**config.mk**
```make
export PLATFORM = sky130hd
export DESIGN_NAME = ptps_ctrl
export DESIGN_NICKNAME = d
export VERILOG_FILES = /design/src/ptps_pkg.sv /design/src/ptps_ctrl.sv
export SDC_FILE = /design/constraint.sdc
export NUM_CORES = 1
export LEC_CHECK = 0
export BUFFER_PORTS_ARGS = -buffer_cell sky130_fd_sc_hd__buf_2
export CORE_UTILIZATION = 33
export CTS_BUF_LIST = sky130_fd_sc_hd__clkbuf_2
export DETAILED_ROUTE_END_ITERATION = 10
export PLACE_DENSITY = 0.52
export SYNTH_ARGS = -nofsm -noshare
export SYNTH_HDL_FRONTEND = slang
export SYNTH_SLANG_ARGS = --single-unit
```
**constraint.sdc**
```tcl
create_clock -name clk -period 1.68 [get_ports clk]
set_clock_uncertainty 0.2 [all_clocks]
set_input_delay 0.252 -clock clk [delete_from_list [all_inputs] [get_ports clk]]
set_output_delay 0.252 -clock clk [all_outputs]
set_load 0.05 [all_outputs]
```
**src/ptps_pkg.sv**
```systemverilog
package ptps_pkg;

  localparam int SLOT_COUNT = 512;
  localparam int SLOT_AW    = $clog2(SLOT_COUNT);
  localparam int CNT_W      = $clog2(SLOT_COUNT + 1);

  localparam int CFG_IW = 3;
  localparam int CFG_DW = 16;

  // register indexes
  localparam logic [CFG_IW-1:0] CFG_GRAVITY    = 3'd0;
  localparam logic [CFG_IW-1:0] CFG_DRAG       = 3'd1;
  localparam logic [CFG_IW-1:0] CFG_BOUNCE     = 3'd2;
  localparam logic [CFG_IW-1:0] CFG_ALPHA_LIFE = 3'd3;
  localparam logic [CFG_IW-1:0] CFG_ALPHA_STEP = 3'd4;

  // request function codes
  localparam logic [1:0] FUNC_SPAWN     = 2'd0;
  localparam logic [1:0] FUNC_TICK      = 2'd1;
  localparam logic [1:0] FUNC_SET_COLOR = 2'd2;
  localparam logic [1:0] FUNC_READ      = 2'd3;

  localparam logic [15:0] FADE_LIFE  = 16'd80;
  localparam logic [7:0]  RED_FULL   = 8'd204;
  localparam logic [7:0]  GREEN_FULL = 8'd179;
  localparam logic [7:0]  BLUE_FULL  = 8'd51;

  typedef struct packed {
    logic [1:0]         func;
    logic [8:0]         slot_index;
    logic signed [31:0] pos_x;
    logic signed [31:0] pos_y;
    logic signed [31:0] pos_z;
    logic signed [31:0] vel_x;
    logic signed [31:0] vel_y;
    logic signed [31:0] vel_z;
    logic [31:0]        color_rgba;
    logic [30:0]        height_size;
    logic [15:0]        life_ticks;
  } in_item_t;

  typedef struct packed {
    logic               status;
    logic [8:0]         result_slot;
    logic               slot_alive;
    logic signed [31:0] out_pos_x;
    logic signed [31:0] out_pos_y;
    logic signed [31:0] out_pos_z;
    logic [31:0]        out_color;
    logic [9:0]         live_count;
  } out_item_t;

  // one table entry
  typedef struct packed {
    logic               alive;
    logic [15:0]        life;
    logic [30:0]        height;
    logic [31:0]        color;
    logic signed [31:0] vz;
    logic signed [31:0] vy;
    logic signed [31:0] vx;
    logic signed [31:0] pz;
    logic signed [31:0] py;
    logic signed [31:0] px;
  } slot_t;

  typedef enum logic [1:0] {
    MODE_NONE,
    MODE_SPAWN,
    MODE_TICK
  } mode_t;

  typedef struct packed {
    logic               take;
    logic               rd_en;
    logic               rd_item;
    mode_t              mode;
    logic               col_wr;
    logic               clr_en;
    logic               load_out;
    logic [SLOT_AW-1:0] addr;
  } cmd_t;

  typedef struct packed {
    logic spawn_hit;
    logic rd_pend;
    logic tick_busy;
    logic out_free;
  } sts_t;

endpackage

```
**src/ptps_ctrl.sv**
```systemverilog
module ptps_ctrl (
  input  logic          clk,
  input  logic          rst_n,
  input  logic          in_valid,
  input  logic [1:0]    in_func,
  output logic          in_stall,
  output ptps_pkg::cmd_t cmd,
  input  ptps_pkg::sts_t sts
);
  import ptps_pkg::*;

  typedef enum logic [3:0] {
    ST_CLEAR,
    ST_IDLE,
    ST_SPAWN,
    ST_TICK,
    ST_READ,
    ST_COL_RD,
    ST_COL_WR,
    ST_DONE
  } state_t;

  localparam logic [CNT_W-1:0] NSLOT = CNT_W'(SLOT_COUNT);
  localparam logic [CNT_W-1:0] LAST  = CNT_W'(SLOT_COUNT - 1);

  state_t           state_r, state_nxt;
  logic [CNT_W-1:0] cnt_r, cnt_nxt;

  assign in_stall = (state_r != ST_IDLE);

  always_comb begin
    cmd      = '0;
    cmd.mode = MODE_NONE;
    cmd.addr = cnt_r[SLOT_AW-1:0];
    unique case (state_r)
      ST_CLEAR:  cmd.clr_en = 1'b1;
      ST_IDLE:   cmd.take = in_valid;
      ST_SPAWN: begin
        cmd.mode  = MODE_SPAWN;
        cmd.rd_en = (cnt_r < NSLOT);
      end
      ST_TICK: begin
        cmd.mode  = MODE_TICK;
        cmd.rd_en = (cnt_r < NSLOT);
      end
      ST_READ, ST_COL_RD: begin
        cmd.rd_en   = 1'b1;
        cmd.rd_item = 1'b1;
      end
      ST_COL_WR: cmd.col_wr = 1'b1;
      ST_DONE:   cmd.load_out = sts.out_free;
      default:   cmd.mode = MODE_NONE;
    endcase
  end

  always_comb begin
    state_nxt = state_r;
    cnt_nxt   = cnt_r;
    unique case (state_r)
      ST_CLEAR: begin
        if (cnt_r == LAST) begin
          state_nxt = ST_IDLE;
          cnt_nxt   = '0;
        end else begin
          cnt_nxt = cnt_r + 1'b1;
        end
      end
      ST_IDLE: begin
        if (in_valid) begin
          cnt_nxt = '0;
          unique case (in_func)
            FUNC_SPAWN:     state_nxt = ST_SPAWN;
            FUNC_TICK:      state_nxt = ST_TICK;
            FUNC_SET_COLOR: state_nxt = ST_COL_RD;
            FUNC_READ:      state_nxt = ST_READ;
            default:        state_nxt = ST_IDLE;
          endcase
        end
      end
      ST_SPAWN: begin
        if (sts.spawn_hit) begin
          state_nxt = ST_DONE;
        end else if (cnt_r == NSLOT && !sts.rd_pend) begin
          state_nxt = ST_DONE;
        end else if (cnt_r < NSLOT) begin
          cnt_nxt = cnt_r + 1'b1;
        end
      end
      ST_TICK: begin
        if (cnt_r < NSLOT) begin
          cnt_nxt = cnt_r + 1'b1;
        end else if (!sts.tick_busy) begin
          state_nxt = ST_DONE;
        end
      end
      ST_READ:   state_nxt = ST_DONE;
      ST_COL_RD: state_nxt = ST_COL_WR;
      ST_COL_WR: state_nxt = ST_DONE;
      ST_DONE: begin
        if (sts.out_free) begin
          state_nxt = ST_IDLE;
        end
      end
      default: state_nxt = ST_IDLE;
    endcase
  end

  always_ff @(posedge clk) begin
    if (!rst_n) begin
      state_r <= ST_CLEAR;
      cnt_r   <= '0;
    end else begin
      state_r <= state_nxt;
      cnt_r   <= cnt_nxt;
    end
  end

endmodule

```
== Word level (Yosys, flattened, before mapping) ==
Index checks and enable logic that the tools add are counted.
Word-level totals
  register bits after elaboration: 14
  output and inout port bits: 18
  logic and storage cells: 57
Operators by class
  add/sub/neg operators: 1
  $lt $le $gt $ge: 1
  equal/unequal tests: 21
  muxes and demuxes: 22
  reductions and logical operators: 10
Operators by type and width (count)
  $mux W10: 5
  $pmux W10 S4: 1
  $mux W4: 7
  $pmux W4 S7: 1
  $eq A4 B3 Y1 const B: 4
  $pmux W4 S4: 1
  $ne A2 B2 Y1 const B: 7
  $add A10 B1 Y10 const B: 1
  $eq A10 B10 Y1 const B: 1
  $eq A10 B9 Y1 const B: 1
  $lt A10 B10 Y1 const B: 1
  $eq A4 B2 Y1 const B: 2
  $reduce_and A6 Y1: 1
  $reduce_or A2 Y1: 3
  $mux W1: 5
  $eq A2 B2 Y1 const B: 2
  $eq A4 B1 Y1 const B: 1
  $logic_not A4 Y1: 1
  $ne A4 B1 Y1 const B: 1
  $pmux W2 S2: 1
  $reduce_and A4 Y1: 1
  $reduce_bool A4 Y1: 1
  $ne A3 B3 Y1 const B: 1
  $eq A2 B1 Y1 const B: 1
  4 further kinds: 4

== Depth between registers and ports, before layout ==
Gate-level depths: netlist of run 1.
  depth in word-level cells: 5
  mapped depth: 6
  depth with buffers taken out: 6

== Worst setup path after synthesis of run 1 ==
Ideal clock, no wire load.
  kind: flip-flop to flip-flop
  start point: reg state_r[1]
  end point: reg state_r[0]
  library setup time: 0.125 ns
  data arrival time: 2.321 ns
  data required time: 1.355 ns
  setup slack: -0.966 ns
  stages on the path, launching flop included: 5
  cell sequence: dfxtp_1 -> clkbuf_1 -> nor3b_1 -> a311o_1 -> o31ai_1
Between the ends
  longest elaborated chain between the ends: 3
Ends and longest elaborated chain
  start: declaration: RTL line ptps_ctrl.sv:26  | state_t state_r, state_nxt;
  start signal: assignment: RTL line ptps_ctrl.sv:113  | state_r <= state_nxt;
  $eq A4 B2 Y1 (tied with other cells): RTL line ptps_ctrl.sv:59  | unique case (state_r)
  $ne A3 B3 Y1 (no source line) (tied with other cells)
  $reduce_and A6 Y1 (no source line) or $pmux W4 S7 (tied branches)
Parallel ways exist; a longest one is shown, timed or not.
A chain may end at the register's enable or synchronous reset.

== Worst setup path after layout of run 1 ==
  start point: reg cnt_r[1]
  end point: reg cnt_r[1]
Between the ends
  longest elaborated chain between the ends: 5
Ends and longest elaborated chain
  start: declaration: RTL line ptps_ctrl.sv:27  | logic [CNT_W-1:0] cnt_r, cnt_nxt;
  start signal: assignment: RTL line ptps_ctrl.sv:114  | cnt_r <= cnt_nxt;
  $add A10 B1 Y10 or $lt A10 B10 Y1 (tied branches)
  $mux W10: RTL line ptps_ctrl.sv:85, ptps_ctrl.sv:90
  $mux W10: RTL line ptps_ctrl.sv:83  | end else if (cnt_r == NSLOT && !sts.rd_pend) begin
  $mux W10: RTL line ptps_ctrl.sv:81  | if (sts.spawn_hit) begin
  $pmux W10 S4: RTL line ptps_ctrl.sv:59
Parallel ways exist; a longest one is shown, timed or not. The select of a mux whose other input is x is not followed.

==> results of run 1 <==
-- timing repair --
action / in CTS / in global routing
setup endpoints to repair: 21 / 23
resized for setup: 47 / 20
setup buffers: 18 / 3
pin swaps: 27 / 14
-- power breakdown --
part	switching, W	total (W)	internal [W]	leakage [nW]
clock	0.000118	0.000181	0.0000631	0.0166
combinational	0.00106	0.00199	0.000929	0.727
sequential	0.0000725	0.000463	0.000390	0.111
total	0.00125	0.00263	0.00138	0.855
-- cell type report --
| type | instances | area, µm² | share of cell area [%] |
|---|---|---|---|
| Clock buffer | 4 | 20.0 | 1.06 |
| Inverter | 8 | 30.0 | 1.58 |
| Multi-Input combinational cell | 99 | 811 | 42.7 |
| Sequential cell | 13 | 282 | 14.8 |
| Tap cell | 44 | 55.1 | 2.90 |
| Timing Repair Buffer | 86 | 699 | 36.9 |
-- how the worst max path moves through the flow --
stage	from	end	slack [ns]	depth (start not counted)
after floorplan	cnt_r[1]$_SDFFE_PN0P_	cnt_r[5]$_SDFFE_PN0P_	-0.10	6
after global placement	cnt_r[1]$_SDFFE_PN0P_	cnt_r[5]$_SDFFE_PN0P_	-0.19	5
after detailed placement	cnt_r[1]$_SDFFE_PN0P_	cnt_r[5]$_SDFFE_PN0P_	-0.24	5
after CTS	state_r[2]$_SDFFE_PN0P_	cmd[16]	-0.17	4
after global routing	cnt_r[0]$_SDFFE_PN0P_	cnt_r[3]$_SDFFE_PN0P_	-0.21	7
final	cnt_r[1]$_SDFFE_PN0P_	cnt_r[1]$_SDFFE_PN0P_	-0.14	6
-- metal layers --
layer | global-route usage [%] | routed length (µm) | part of all wire, % | vias up
li1 | - | - | - | 643
met1 | 26.6 | 1560 | 43 | 616
met2 | 38.6 | 1880 | 51 | 35
met3 | 3.08 | 150 | 4.1 | 10
met4 | 10.9 | 77 | 2.1 | 0
met5 | 0 | 0 | 0 | -
-- placed cells by master (no fill, tap or decap), drive strengths merged, types with 3 or more instances in the layout --
master  Yosys  final
nand4       4      4
dfxtp      13     13
or3         5      5
a21oi      10     10
nand3       7      7
o21a        3      3
nor3        3      3
o21ai       7      7
clkbuf      4      5
inv         8      8
nor2        9      9
ha          5      5
nand2      10     10
or4         4      4
o31ai       3      3
buf        13     85
-- per-stage QoR --
stage | cell area, µm² | setup TNS (ns) | instances
floorplan | 1130 | -0.513 | 137
global placement | 1490 | -1.29 | 230
detailed placement | 1490 | -1.78 | 230
CTS | 1810 | -1.88 | 252
global route | 1900 | -2.78 | 254
finish | 1900 | -1.67 | 254
-- sequential cells by signal, indices dropped and copies added (netlist names) --
signal / cells
cnt_r: 10
state_r: 3
-- cell families after synthesis --
group / synth area share, %
compound gates: 21.0
buf+inv: 13.7
fa+ha+maj: 5.90
flops: 24.5
simple gates: 34.9
==> qor.txt, run 1 <==
count leader, synth: dfxtp_1
largest net degree at the start of global routing: 9
EDFF count, synth: 0
clk buf depth: 2
vias in the first global route: 1280
fraction of the yosys area taken by sequential cells: 24.5%
Fin. Hold Viols: 0
power per cell area: 1390 nW/µm²
Critical path buffers and inverters: 1
post-synth top area cell: dfxtp_1
critical path class: flip-flop to flip-flop
Hold Slack: 0.0539 ns
synthesized area per cell: 7.74 µm²
Final GP Congestion: 0.849
initial antenna violation count: 0
DRC viols: 0
die area: 3450 µm²
synthesized cell area: 1060 µm²
Slew @ Worst Pin: 0.342 ns
status: complete, but fails checks
TritonCTS clock tree: done
max cap viols: 0
die height: 58.7 µm
R2R Path Start: cnt_r[1]$_SDFFE_PN0P_
Final setup viols: 18
First DRT Iteration DRCs: 46
Pwr Total: 0.00263 W
Max transition margin: 77.2%
WHS Endpoint: cnt_r[5]$_SDFFE_PN0P_
static leakage: 0.855 nW
Layout area overhead: 78.8%
peak supply drop: 722 µV
antenna-violating nets left: 0
filler cell count: 268
post-synth top area share: 24.5%
hold_buf cts: 0
synth top area cells: dfxtp_1 25%, buf_4 6.4%, ha_1 5.9%
Util after Layout: 62.1%
Tmin final: 1.82 ns
Max Fclk: 548 MHz
Hold Startpoint: rst_n
drt via density: 5.13
Hold Crit Depth: 2
Global Route Usage Sum: 22.1%
drt wl/cell: 14.4 µm
Final Worst Setup Slack: -0.144 ns
Max FO, Critical Path: 5
Clock Root Buffer: clkbuf_2
worst min path class: primary input to flip-flop
Mapped Nets: 151
Congestion Overflow GR: 0
Die X-Extent: 58.7 µm
worst r2r path cells: 6
htree depth: 1
Crit-path slowest cell: or4b_1
first-pass GRT wire length: 5670 µm
Worst Path Arrival: 1.85 ns
R2R setup slack: -0.14 ns
starting density of the core: 34.8%
dpl ws: -0.241 ns
CTS Buf Count: 3
port bufs: 26
Reg clk slew, reported paths: 0.15 ns
Synth Register Bits: 13
post-synthesis cell type count: 41
worst reg2reg path endpoint: cnt_r[1]$_SDFFE_PN0P_
RSZ-0062 raised after global routing: yes
failing checks: setup timing
critical path cell sequence: ha_4 > nand4_1 > nor4b_4 > buf_4 > or4b_1 > a21oi_2
CTS Sinks: 13
clk_lat worst skew: 0.29 ns
top cells by count, synth: 13 x dfxtp_1, 10 x a21oi_1, 10 x nand2_1
Final Cycle Share: 109%
antenna fix cells: 0
Ys Warns: 0
placement row count: 20
Final #Nets: 225
top cell family by delay on the critical path: simple AND/OR/NAND/NOR gates
Top FF cell, synth: dfxtp_1
count of pins over their slew limit: 0
TritonRoute pass-1 iters: 4
share of cells above drive strength 1: 60.0%
hpwl dp: 2410 µm
Async SR Flop Fraction: 0%
Worst EP required: 1.71 ns
total number of vias: 1304
total routed wirelength: 3660 µm
startpoint types: flip-flop
core area: 3050 µm²
Worst setup EP type: flip-flop
I/O Pins: 27
max incr delay on CP: 0.48 ns
synthesized instance count: 137
Power figures use the tool's default switching activity.
==> run 2, diff against run 1 <==
MAX_ROUTING_LAYER = met4   (was unset)
SLEW_MARGIN = 30   (was unset)
==> run 2 against run 1 <==
  * Power hardly changed
  * Critical endpoint is now cnt_r[2]$_SDFFE_PN0P_
  * Non-clock buffer count is the same
  * Sequential share of layout area did not move
  * Highest routed layer unchanged
  * Global-route usage is 0.66 points higher
  * The flow still finishes with violations (setup timing)
==> qor.txt, run 2 (synthesized netlist as in run 1, its figures left out) <==
clk_lat worst skew: 0.29 ns
die area: 3450 µm²
peak supply drop: 724 µV
power per cell area: 1390 nW/µm²
biggest regs: cnt_r x10, state_r x3
total number of vias: 1307
clk buf depth: 2
Layout area overhead: 78.8%
Max Fclk: 549 MHz
Worst EP required: 1.71 ns
Fin. Hold Viols: 0
static leakage: 0.855 nW
switching share of total power: 47.5%
share of cells above drive strength 1: 60.0%
Worst setup EP type: flip-flop
antenna-violating nets left: 0
commonest non-fill, non-tap cell in the layout: buf_4
startpoint types: flip-flop
Tmin final: 1.82 ns
Clk pwr share: 6.8%
M2 GR Usage: 38.6%
commonest non-fill, non-tap cells in the layout: 48 x buf_4, 17 x buf_6, 16 x buf_2, 8 x nor2_1, 8 x dfxtp_2
Final Cycle Share: 108%
Final #Nets: 225
Final Worst Setup Slack: -0.142 ns
CTS Buf Count: 3
htree depth: 1
first-pass GRT wire length: 5680 µm
starting density of the core: 34.8%
RSZ-0062 raised after global routing: yes
Congestion Overflow GR: 0
NetSw: 0.00125 W
busiest grt layer: met2
drt wl/cell: 14.5 µm
Clock Root Buffer: clkbuf_2
placement row count: 20
fin cells: 254
die height: 58.7 µm
Die X-Extent: 58.7 µm
dpl cells: 230
vias in the first global route: 1280
worst min path class: primary input to flip-flop
drt via density: 5.15
initial antenna violation count: 0
TritonCTS clock tree: done
Final GP Congestion: 0.863
Pwr Total: 0.00263 W
core area: 3050 µm²
port bufs: 26
hpwl dp: 2410 µm
GRT met3 Usage: 3.08%
I/O Pins: 27
largest net degree at the start of global routing: 9
Hold Slack: 0.0558 ns
critical path class: flip-flop to flip-flop
grt met1 use: 26.6%
First DRT Iteration DRCs: 57
flip-flop count of the largest register after layout: 10
CTS Sinks: 13
DRC viols: 0
Largest Register: cnt_r
design area: 1900 µm²
max cap viols: 0
Max transition margin: 77.0%
R2R setup slack: -0.14 ns
status: complete, but fails checks
antenna fix cells: 0
failing checks: setup timing
Reg clk slew, reported paths: 0.15 ns
count of pins over their slew limit: 0
TritonRoute pass-1 iters: 4
Internal Power: 0.00138 W
Worst Path Arrival: 1.85 ns
Cell Area, Placed: 1490 µm²
Max FO, Critical Path: 5
Util after Layout: 62.1%
Sequential Power Share: 17.6%
Comb power frac: 75.5%
total routed wirelength: 3670 µm
Final setup viols: 18
Global Route Usage Sum: 22.8%
Slew @ Worst Pin: 0.345 ns
[run 2: per-stage QoR]
step | TNS, ns | setup WS, ns
2_1_floorplan | -0.513 | -0.102
3_3_place_gp | -1.29 | -0.191
3_5_place_dp | -1.78 | -0.241
4_1_cts | -1.88 | -0.167
5_1_grt | -2.78 | -0.206
6_report | -1.65 | -0.142
[run 2: repair_timing]
action,CTS,global route
hold buffers,0,0
gates resized for setup,47,20
endpoints found under the setup margin,21,23
pin swaps,27,14
endpoints found under the hold margin,0,0
setup buffers,18,3
[run 2: critical path, cell delays in order (launching register included)]
cell     delay [ns]
dfxtp_4        0.38
ha_4           0.16
nand4_1        0.16
nor4b_4        0.08
buf_4          0.16
or4b_1         0.49
a21oi_1        0.13
[run 2: layer usage]
layer	vias to the layer above	wire (µm)
met1	614	1560
met2	42	1880
met3	10	152
met4	0	78
li1	641	-
met5	-	0
[run 2: area by class of cell]
type,instances,area (µm²)
sequential,13,282
tap,44,55.1
fill,268,1160
multi-input combinational,99,811
timing repair buffer,86,699
clock buffer,4,20.0
inverter,8,30.0
[run 2: path summary, 6_finish.rpt]
check,end,start,cells past startpoint
hold / removal,cnt_r[5]$_SDFFE_PN0P_,rst_n,2
hold reg to reg,cnt_r[0]$_SDFFE_PN0P_,cnt_r[0]$_SDFFE_PN0P_,3
setup reg to reg,cnt_r[2]$_SDFFE_PN0P_,cnt_r[1]$_SDFFE_PN0P_,6
setup / recovery,cnt_r[2]$_SDFFE_PN0P_,cnt_r[1]$_SDFFE_PN0P_,6
[run 2: power by group through the flow]
stage | Clock (W) | Sequential [W] | Combinational, W
after CTS | 0.000183 | 0.000449 | 0.00182
final | 0.000180 | 0.000464 | 0.00199
after global routing | 0.000196 | 0.000468 | 0.00210
after floorplan | 0 | 0.000466 | 0.000965
after detailed placement | 0 | 0.000452 | 0.00145
after global placement | 0 | 0.000450 | 0.00143
==> run 3, diff against run 2 <==
PLACE_DENSITY = 0.5   (was 0.52)
clock period = 2.3 ns   (was 1.68 ns; I/O delays follow)
==> run 3 against run 2 <==
  * Wire length down 24%
  * The run now ends clean
  * Die area stayed put
  * Non-clock buffer count is 52 lower
  * Sequential share of layout area rose by 6.5 points
  * Combinational power fell by 60%
  * Global-route usage fell by 4.4 points
  * Register-to-register slack gained 0.32 ns
  * Design area is 35% lower
  * Via count decreased by 19%
  * Critical path type is now flip-flop to output pin
  * Largest cell class unchanged
  * Worst setup slack better by 0.25 ns
==> qor.txt, run 3 (synthesized netlist as in run 1, its figures left out) <==
status: finished, final reports clean
CTS Sinks: 13
hpwl dp: 2000 µm
share of cells above drive strength 1: 29.1%
design area: 1230 µm²
commonest non-fill, non-tap cell in the layout: buf_2
CTS Buf Count: 3
busiest grt layer: met2
Max FO, Critical Path: 15
Max transition margin: 64.7%
Util after Layout: 40.2%
first-pass GRT wire length: 4670 µm
I/O Pins: 27
peak supply drop: 475 µV
initial antenna violation count: 0
critical path class: flip-flop to output pin
GRT met3 Usage: 4.18%
grt met1 use: 23.6%
largest net degree at the start of global routing: 16
TritonRoute pass-1 iters: 4
max incr delay on CP: 0.49 ns
Largest Register: cnt_r
RSZ-0062 raised after global routing: no
flip-flop count of the largest register after layout: 10
Cell Area, Placed: 1200 µm²
clk buf depth: 2
biggest regs: cnt_r x10, state_r x3
post-CTS setup buffers: 0
drt wl/cell: 13.8 µm
count of pins over their slew limit: 0
total routed wirelength: 2780 µm
static leakage: 0.523 nW
htree depth: 1
Fin. Hold Viols: 0
drt via density: 5.27
Final GP Congestion: 0.777
Final #Nets: 173
Tmin final: 2.19 ns
Layout area overhead: 15.6%
Worst Path Arrival: 1.65 ns
Die X-Extent: 58.7 µm
core area: 3050 µm²
clk_lat worst skew: 0.29 ns
top cell family by delay on the critical path: simple AND/OR/NAND/NOR gates
Worst setup EP type: output pin
critical path cell sequence: nor3b_4 > and2_1 > buf_2
max cap viols: 0
Pwr Total: 0.00129 W
Clock Root Buffer: clkbuf_2
antenna fix cells: 0
setup TNS: 0 ns
Worst EP required: 1.75 ns
Crit-path slowest cell: dfxtp_1
die height: 58.7 µm
Final setup viols: 0
Congestion Overflow GR: 0
Slew @ Worst Pin: 0.529 ns
total number of vias: 1065
Max Fclk: 456 MHz
hold_buf cts: 0
First DRT Iteration DRCs: 44
die area: 3450 µm²
worst min path class: primary input to flip-flop
starting density of the core: 34.8%
Global Route Usage Sum: 18.4%
commonest non-fill, non-tap cells in the layout: 26 x buf_2, 12 x dfxtp_1, 10 x nand2_1, 10 x a21oi_1, 9 x nor2_1
startpoint types: flip-flop
vias in the first global route: 1043
DRC viols: 0
placement row count: 20
M2 GR Usage: 28.6%
antenna-violating nets left: 0
Reg clk slew, reported paths: 0.15 ns
power per cell area: 1050 nW/µm²
port bufs: 26
Final Cycle Share: 95.3%
TritonCTS clock tree: done
Critical path buffers and inverters: 1
-- run 3: changes by cell type in the layout (fill, tap and decap cells not counted), sizes merged --
cell | previous run | this run
buf | 85 | 34
clkbuf | 5 | 4
-- run 3: routing by layer --
metal / up-vias / wire length [µm]
met2: 21 / 1370
met3: 2 / 108
met1: 507 / 1280
met4: 0 / 14
met5: - / 0
li1: 535 / -
-- run 3: what timing repair did --
item | CTS | global route
endpoints found under the hold margin | 0 | 0
pin swaps | 0 | 1
cloned | 0 | 0
setup endpoints to repair | 1 | 2
resized for setup | 1 | 1
-- run 3: final timing paths --
check | from | endpoint | slack, ns | cells after the start
hold / removal | rst_n | cnt_r[9]$_SDFFE_PN0P_ | 0.15 | 2
setup / recovery | state_r[1]$_SDFFE_PN0P_ | cmd[16] | 0.11 | 3
hold reg to reg | cnt_r[1]$_SDFFE_PN0P_ | cnt_r[1]$_SDFFE_PN0P_ | 0.34 | 2
setup reg to reg | cnt_r[0]$_SDFFE_PN0P_ | cnt_r[3]$_SDFFE_PN0P_ | 0.18 | 6
-- run 3: where the power goes --
part / switching (W) / leakage, nW / total (W) / internal (W)
clock network: 0.0000820 / 0.0166 / 0.000128 / 0.0000461
registers: 0.0000969 / 0.106 / 0.000366 / 0.000269
logic: 0.000534 / 0.401 / 0.000793 / 0.000259
-- run 3: worst register-to-register path, cell delays in order (launching register included) --
cell,delay (ns)
dfxtp_1,0.45
ha_1,0.27
nand4_1,0.28
nor4b_4,0.37
buf_4,0.21
a2bb2oi_1,0.16
a21oi_1,0.07
-- run 3: metrics by stage --
| step | instances | setup slack, ns | hold WS (ns) |
|---|---|---|---|
| 6_report | 202 | 0.109 | 0.152 |
| 5_1_grt | 202 | 0.00554 | 0.130 |
| 4_1_cts | 202 | 0.0733 | 0.145 |
| 3_5_place_dp | 198 | 0.193 | 0.328 |
| 3_3_place_gp | 198 | 0.252 | 0.317 |
| 2_1_floorplan | 137 | 0.0188 | 0.263 |
-- run 3: final cells by class --
| cell class | count | area (µm²) |
|---|---|---|
| multi-input combinational | 99 | 669 |
| inverter | 8 | 30.0 |
| timing repair buffer | 34 | 190 |
| fill | 344 | 1830 |
| sequential | 13 | 262 |
| clock buffer | 4 | 20.0 |
| tap | 44 | 55.1 |
